## config.mk

```make
export PLATFORM = sky130hd
export DESIGN_NAME = fga_ctrl
export DESIGN_NICKNAME = d
export VERILOG_FILES = /design/src/rtl/core/fga_pkg.sv /design/src/rtl/core/fga_ctrl.sv
export SDC_FILE = /design/constraint.sdc
export NUM_CORES = 1
export LEC_CHECK = 0
export BUFFER_PORTS_ARGS = -buffer_cell sky130_fd_sc_hd__clkbuf_2
export CAP_MARGIN = 10
export CORE_MARGIN = 2
export CORE_UTILIZATION = 30
export DETAILED_ROUTE_END_ITERATION = 7
export GPL_TIMING_DRIVEN = 0
export SLEW_MARGIN = 40
export SYNTH_ARGS = -nofsm -noshare
export SYNTH_HDL_FRONTEND = slang
export SYNTH_SLANG_ARGS = --single-unit
```

## constraint.sdc

```tcl
create_clock -name clk -period 2.2 [get_ports clk]
set_clock_uncertainty 0.05 [all_clocks]
set_input_delay 0.44 -clock clk [delete_from_list [all_inputs] [get_ports clk]]
set_output_delay 0.44 -clock clk [all_outputs]
set_load 0.05 [all_outputs]
```

## src/rtl/core/fga_pkg.sv

```systemverilog
// Shared types and constants for the filtered group aggregate block.
// No dependencies; imported by the controller, the datapath and the top level.
package fga_pkg;

    // Accumulator and port widths
    localparam int ACC_BITS   = 63;
    localparam int OUT_BITS   = 63;
    localparam int CNT_BITS   = 32;
    localparam int DATE_BITS  = 32;
    localparam int QTY_BITS   = 8;
    localparam int PRICE_BITS = 24;
    localparam int PCT_BITS   = 7;
    localparam int FLAG_BITS  = 2;

    // Product widths: price*(100-disc) and that times (100+tax)
    localparam int DP_BITS = PRICE_BITS + PCT_BITS;
    localparam int CH_BITS = DP_BITS + PCT_BITS + 1;

    // Groups: index is {return_flag, line_status}
    localparam int NUM_GROUPS = 6;
    localparam int GRP_BITS   = 3;
    localparam logic [GRP_BITS-1:0] FIRST_GRP = '0;
    localparam logic [GRP_BITS-1:0] LAST_GRP  = GRP_BITS'(NUM_GROUPS - 1);

    localparam logic [FLAG_BITS-1:0] FLAG_MAX = 2'd2;
    localparam logic [PCT_BITS-1:0]  PCT_MAX  = 7'd100;

    // Request opcodes
    localparam logic OP_ROW  = 1'b0;
    localparam logic OP_DUMP = 1'b1;

    typedef enum logic [2:0] {
        ST_IDLE,
        ST_MUL1,
        ST_MUL2,
        ST_ACC,
        ST_DUMP
    } fga_state_t;

    // Controller to datapath
    typedef struct packed {
        logic                capture;
        logic                mul1_en;
        logic                mul2_en;
        logic                acc_en;
        logic                load_out;
        logic [GRP_BITS-1:0] grp;
    } fga_cmd_t;

    // Datapath to controller
    typedef struct packed {
        logic row_hit;
        logic out_free;
    } fga_sts_t;

endpackage

```

## src/rtl/core/fga_ctrl.sv

```systemverilog
// Controller for the filtered group aggregate block: sequences row updates
// and the six-group dump. Depends on fga_pkg.
module fga_ctrl (
    input  logic              clk,
    input  logic              rst_n,
    input  logic              in_valid,
    output logic              in_stall,
    input  logic              op,
    input  fga_pkg::fga_sts_t sts,
    output fga_pkg::fga_cmd_t cmd
);
    import fga_pkg::*;

    fga_state_t          state_reg, state_next;
    logic [GRP_BITS-1:0] grp_reg, grp_next;

    // State and dump index registers
    always_ff @(posedge clk or negedge rst_n)
    begin
        if (!rst_n)
        begin
            state_reg <= ST_IDLE;
            grp_reg   <= FIRST_GRP;
        end
        else
        begin
            state_reg <= state_next;
            grp_reg   <= grp_next;
        end
    end

    // Next state and commands
    always_comb
    begin
        state_next   = state_reg;
        grp_next     = grp_reg;
        in_stall     = 1'b1;
        cmd          = '0;
        cmd.grp      = grp_reg;
        case (state_reg)
            ST_IDLE:
            begin
                in_stall = 1'b0;
                if (in_valid)
                begin
                    cmd.capture = 1'b1;
                    if (op == OP_DUMP)
                    begin
                        state_next = ST_DUMP;
                        grp_next   = FIRST_GRP;
                    end
                    else
                    begin
                        state_next = ST_MUL1;
                    end
                end
            end
            ST_MUL1:
            begin
                // filtered rows end here
                if (sts.row_hit)
                begin
                    cmd.mul1_en = 1'b1;
                    state_next  = ST_MUL2;
                end
                else
                begin
                    state_next = ST_IDLE;
                end
            end
            ST_MUL2:
            begin
                cmd.mul2_en = 1'b1;
                state_next  = ST_ACC;
            end
            ST_ACC:
            begin
                cmd.acc_en = 1'b1;
                state_next = ST_IDLE;
            end
            ST_DUMP:
            begin
                if (sts.out_free)
                begin
                    cmd.load_out = 1'b1;
                    if (grp_reg == LAST_GRP)
                    begin
                        state_next = ST_IDLE;
                    end
                    else
                    begin
                        grp_next = grp_reg + GRP_BITS'(1);
                    end
                end
            end
            default:
            begin
                state_next = ST_IDLE;
            end
        endcase
    end

endmodule

```

==> results by group, run 1 <==
Worst setup path
  • Largest fanout on the critical path: 10
  • CP max-delay cell: or3_4
  • CP top delay family: simple AND/OR/NAND/NOR gates
  • Critical path endpoint category: primary output
  • Worst setup path category: register to primary output
  • WP buf/inv: 2
  • Max incr delay on CP: 0.41 ns
  • Startpoint class of the critical path: register
  • FF-to-FF setup slack: 0.52 ns
  • Critical path data arrival time: 1.58 ns
  • Req. time, crit path: 1.71 ns
  • Crit-path cells: buf_2, or3_4, nor2_2, clkbuf_2

Timing
  • Setup TNS: 0 ns
  • Fin. max-slew vios: 0
  • Fmax: 482 MHz
  • Setup ws final: 0.126 ns
  • Fin. Hold Viols: 0
  • Transition time at the pin with the least slew margin: 0.360 ns
  • Unrepaired setup endpoints after global routing: false
  • Tmin final: 2.07 ns
  • Tcrit/Tclk final: 94.3%
  • Final Setup Violations: 0
  • Slew headroom: 75.9%

Global route
  • Initial antenna violation count: 0
  • Global router's overall resource usage: 11.6%
  • First-pass GRT wire length: 1100 um
  • Total global routing overflow: 0
  • Vias in the first global route: 253
  • Largest net degree at the start of global routing: 11

Place
  • Pre-CTS WS: 0.388 ns
  • Area post-placement: 490 sq um
  • DP Wirelength: 646 um
  • Port bufs: 14
  • Routability cong.: 0.675

Floorplan
  • Die area: 1650 sq um
  • Core Region: 1270 sq um
  • Initial core utilization: 31.7%
  • Die height: 40.6 um
  • Rows: 13
  • Chip Width: 40.6 um
  • # IOs: 15

Logic synthesis
  • Sequential fraction of the synthesis area: 37.4%
  • Synth Area in Compound Gates: 18.4%
  • Post-Synth XOR/XNOR Area: 0%
  • Post-synthesis cell type count: 23
  • Synthesized flop and latch total: 6
  • Synth Instances: 42
  • Adder-Cell Fraction of Synth Area: 6.23%
  • Synth Cell Area: 402 sq um
  • Simple-gate area share of the yosys netlist: 24.3%
  • Post-synthesis mux area share: 5.30%
  • Largest family of logic cells by synthesized area: simple AND/OR/NAND/NOR gates
  • Yosys Warn Count: 0
  • Mapped Nets: 50
  • Mean Syn Cell Area: 9.56 sq um

Drt
  • Vias per std cell: 4.52
  • Final ANT Viol Nets: 0
  • Wire per inst: 10.8 um
  • Detailed Route Iter0 Violations: 2
  • DRC errors left: 0
  • Vias: 339
  • DRT Wirelength: 807 um
  • TritonRoute pass-1 iters: 2

Run
  • Max Cap Violations: 0

Pwr
  • Pleak: 0.262 nW
  • Peak VDD IR: 0.410 mV
  • Pwr dens: 1510 nW/um^2

Clocking
  • Number of clock sinks: 6
  • Root buf cell: clkbuf_4
  • Number of H-tree levels: 1
  • Clock Latency Late Sink: 0.25 ns
  • CTS tree: yes
  • Clk pin slew, worst setup/hold paths: 0.05 ns
  • TritonCTS buffer count: 3
  • CTS max path bufs: 2
  • CTS resizes: 0

Outcome
  • Outcome: complete, no violations

Layout
  • Finished Cell Area: 523 sq um
  • NumNets Final: 70
  • Ant. Diodes: 0
  • Fill cells: 142
  • Layout cells sized above 1: 41.7%
  • Final core utilization: 41.2%
  • Syn-to-layout area delta: 30.2%

Worst hold path
  • Hold crit path type: input port to register
[synthesized netlist by cell type]
master     n  area, sq um
dfrtp_1    6          150
inv_1      5         18.8
a21oi_1    3         15.0
nand2_1    3         11.3
buf_2      2         10.0
ha_1       2         25.0
nand3_1    2         10.0
nor2_1     2         7.51
nor3_1     2         10.0
nor3b_1    2         15.0
a2111oi_4  1         27.5
a21bo_1    1         10.0
a22o_1     1         8.76
and4bb_2   1         12.5
clkbuf_2   1         5.00
mux2_2     1         11.3
mux2i_1    1         10.0
nand2b_1   1         6.26
nand3b_1   1         7.51
nor2_2     1         6.26
o211ai_1   1         7.51
o21ai_0    1         5.00
or3_4      1         11.3
[area by class of cell]
type	instances	area, sq um	area share [%]
clock buffer	3	22.5	4.31
inverter	5	18.8	3.59
tap	15	18.8	3.59
multi-input combinational	28	218	41.6
sequential	6	150	28.7
timing repair buffer	15	80.1	15.3
buffer	3	15.0	2.87
[cell usage in the layout, fill, tap and decap left out, types with 2 or more instances in the layout]
cell	instances
clkbuf_2	15
dfrtp_1	6
inv_1	5
nand2_1	3
a21oi_1	3
clkbuf_4	3
buf_2	2
nor3b_1	2
nor3_1	2
nor2_1	2
nand3_1	2
ha_1	2
[what timing repair did]
item,4_1_cts,5_1_grt
hold endpoints to repair,6,0
hold buffers,1,0
buffers inserted,0,0
[power breakdown]
group	leakage, nW	total (mW)	switching (mW)	internal [mW]
Combinational	0.169	0.508	0.352	0.155
Clock	0.0138	0.102	0.0407	0.0618
Sequential	0.0797	0.180	0.0294	0.150
Total	0.262	0.790	0.422	0.367
[layer usage]
layer	vias to the layer above	track usage, %	wire length, um
li1	183	-	-
met1	148	13.6	372
met2	8	14.7	372
met3	0	10.0	63
met4	0	5.00	0
met5	-	0	0
[metrics by stage]
stage / cells / total power, mW / hold slack (ns)
detailed placement: 71 / 0.690 / 0.227
global route: 75 / 0.849 / 0.400
CTS: 75 / 0.798 / 0.388
global placement: 71 / 0.682 / 0.226
floorplan: 42 / 0.591 / 0.0944
finish: 75 / 0.790 / 0.395
[kinds of logic after synthesis]
kind of cell             count (synthesis)
AND/OR/NAND/NOR                         16
flip-flops                               6
multiplexers                             2
buffers and inverters                    8
AO/OA/AOI/OAI                            8
adder cells (fa/ha/maj)                  2
[worst paths after layout]
path,startpoint,endpoint,cells past startpoint
min,op,state_reg[2]$_DFFE_PN0P_,2
max reg2reg,grp_reg[0]$_DFFE_PN0P_,grp_reg[1]$_DFFE_PN0P_,4
max in group asynchronous,rst_n,state_reg[1]$_DFFE_PN0P_,2
min in group asynchronous,rst_n,grp_reg[2]$_DFFE_PN0P_,2
max,state_reg[2]$_DFFE_PN0P_,cmd[7],4
min reg2reg,grp_reg[1]$_DFFE_PN0P_,grp_reg[1]$_DFFE_PN0P_,2
Note: power is estimated with default switching activity, not from simulation.
==> run 2: changes to the inputs <==
PLACE_DENSITY = 0.61   (was default)
==> results by group, run 2 (synthesis results as in run 1) <==
Layout
  • NumNets Final: 70
  • Layout cells sized above 1: 41.7%
  • Ant. Diodes: 0
  • Most common cell after layout, fill and taps aside: clkbuf_2
  • Final core utilization: 41.2%
  • Most frequent cells in the layout: clkbuf_2, dfrtp_1, inv_1
  • Final std cells w/o fill: 75
  • Syn-to-layout area delta: 30.2%
  • Finished Cell Area: 523 sq um

Timing
  • Tmin final: 2.07 ns
  • Fin Hold WS: 0.398 ns
  • Transition time at the pin with the least slew margin: 0.389 ns
  • Tcrit/Tclk final: 93.9%
  • Fin. max-slew vios: 0
  • Unrepaired setup endpoints after global routing: false
  • Fin. Hold Viols: 0
  • Setup ws final: 0.135 ns
  • Setup TNS: 0 ns
  • Final Setup Violations: 0
  • Fmax: 484 MHz
  • Slew headroom: 74.0%

Place
  • Cell total after placement: 71
  • Port bufs: 14
  • DP Wirelength: 586 um
  • Pre-CTS WS: 0.397 ns
  • Area post-placement: 490 sq um
  • Routability cong.: 0.700

Global route
  • Total global routing overflow: 0
  • Initial antenna violation count: 0
  • Largest net degree at the start of global routing: 11
  • First-pass GRT wire length: 1110 um
  • Global router's overall resource usage: 10.8%
  • Vias in the first global route: 274

Clocking
  • Clock Latency Late Sink: 0.24 ns
  • CTS tree: yes
  • TritonCTS buffer count: 3
  • CTS max path bufs: 2
  • Number of H-tree levels: 1
  • Clk pin slew, worst setup/hold paths: 0.05 ns
  • Root buf cell: clkbuf_4
  • Number of clock sinks: 6
  • CTS resizes: 0

Worst setup path
  • Worst setup path category: register to primary output
  • Critical Path Source: state_reg[2]$_DFFE_PN0P_
  • Reg-to-Reg End: grp_reg[1]$_DFFE_PN0P_
  • Crit-path cells: buf_2, or3_4, nor2_2, clkbuf_2
  • CP max-delay cell: or3_4
  • R2R cell count: 4
  • Critical path endpoint category: primary output
  • FF-to-FF setup slack: 0.57 ns
  • Startpoint class of the critical path: register
  • Req. time, crit path: 1.71 ns
  • Reg-to-Reg Start: grp_reg[0]$_DFFE_PN0P_
  • WP depth: 4
  • Max incr delay on CP: 0.41 ns
  • CP top delay family: simple AND/OR/NAND/NOR gates
  • Largest fanout on the critical path: 10
  • WP buf/inv: 2
  • Critical path data arrival time: 1.58 ns

Pwr
  • Peak VDD IR: 0.701 mV
  • Power Total: 782 uW
  • Pwr dens: 1500 nW/um^2
  • Pleak: 0.262 nW

Drt
  • Wire per inst: 9.77 um
  • Final ANT Viol Nets: 0
  • DRT Wirelength: 733 um
  • Vias: 335
  • Vias per std cell: 4.47
  • TritonRoute pass-1 iters: 4
  • DRC errors left: 0
  • Detailed Route Iter0 Violations: 4

Floorplan
  • Die height: 40.6 um
  • Chip Width: 40.6 um
  • Die area: 1650 sq um
  • Core Region: 1270 sq um
  • # IOs: 15
  • Rows: 13
  • Initial core utilization: 31.7%

Worst hold path
  • Worst hold start: op
  • Hold EP: state_reg[2]$_DFFE_PN0P_
  • Hold crit path type: input port to register
  • WHS Path Cells: 2

Outcome
  • Outcome: complete, no violations

Run
  • Max Cap Violations: 0
==> run 2: how the worst max path moves through the flow <==
stage                     endpoint  slack (ns)
after CTS                   cmd[7]        0.13
after floorplan             cmd[5]        0.03
after detailed placement    cmd[7]        0.40
after global routing        cmd[7]        0.08
after global placement      cmd[7]        0.40
final                       cmd[7]        0.13
==> run 2: what timing repair did <==
action	CTS	global route
hold endpoints to repair	6	0
setup buffers	0	0
hold buffers	1	0
==> run 2: where the power goes <==
group / leakage, nW / internal, mW / total [mW] / switching, mW
clock: 0.0138 / 0.0617 / 0.101 / 0.0394
sequential: 0.0797 / 0.150 / 0.178 / 0.0280
combinational: 0.169 / 0.155 / 0.503 / 0.347
total: 0.262 / 0.367 / 0.782 / 0.415
==> run 2: area by class of cell <==
type	instances	area, sq um
Multi-Input combinational cell	28	218
Timing Repair Buffer	15	80.1
Fill cell	129	746
Tap cell	15	18.8
Buffer	3	15.0
Sequential cell	6	150
Inverter	5	18.8
Clock buffer	3	22.5
==> run 2: routing by layer <==
layer	track usage, %	wire (um)	vias up
met3	8.89	53	0
li1	-	-	186
met1	14.7	385	139
met5	0	0	-
met4	0	0	0
met2	13.9	293	10
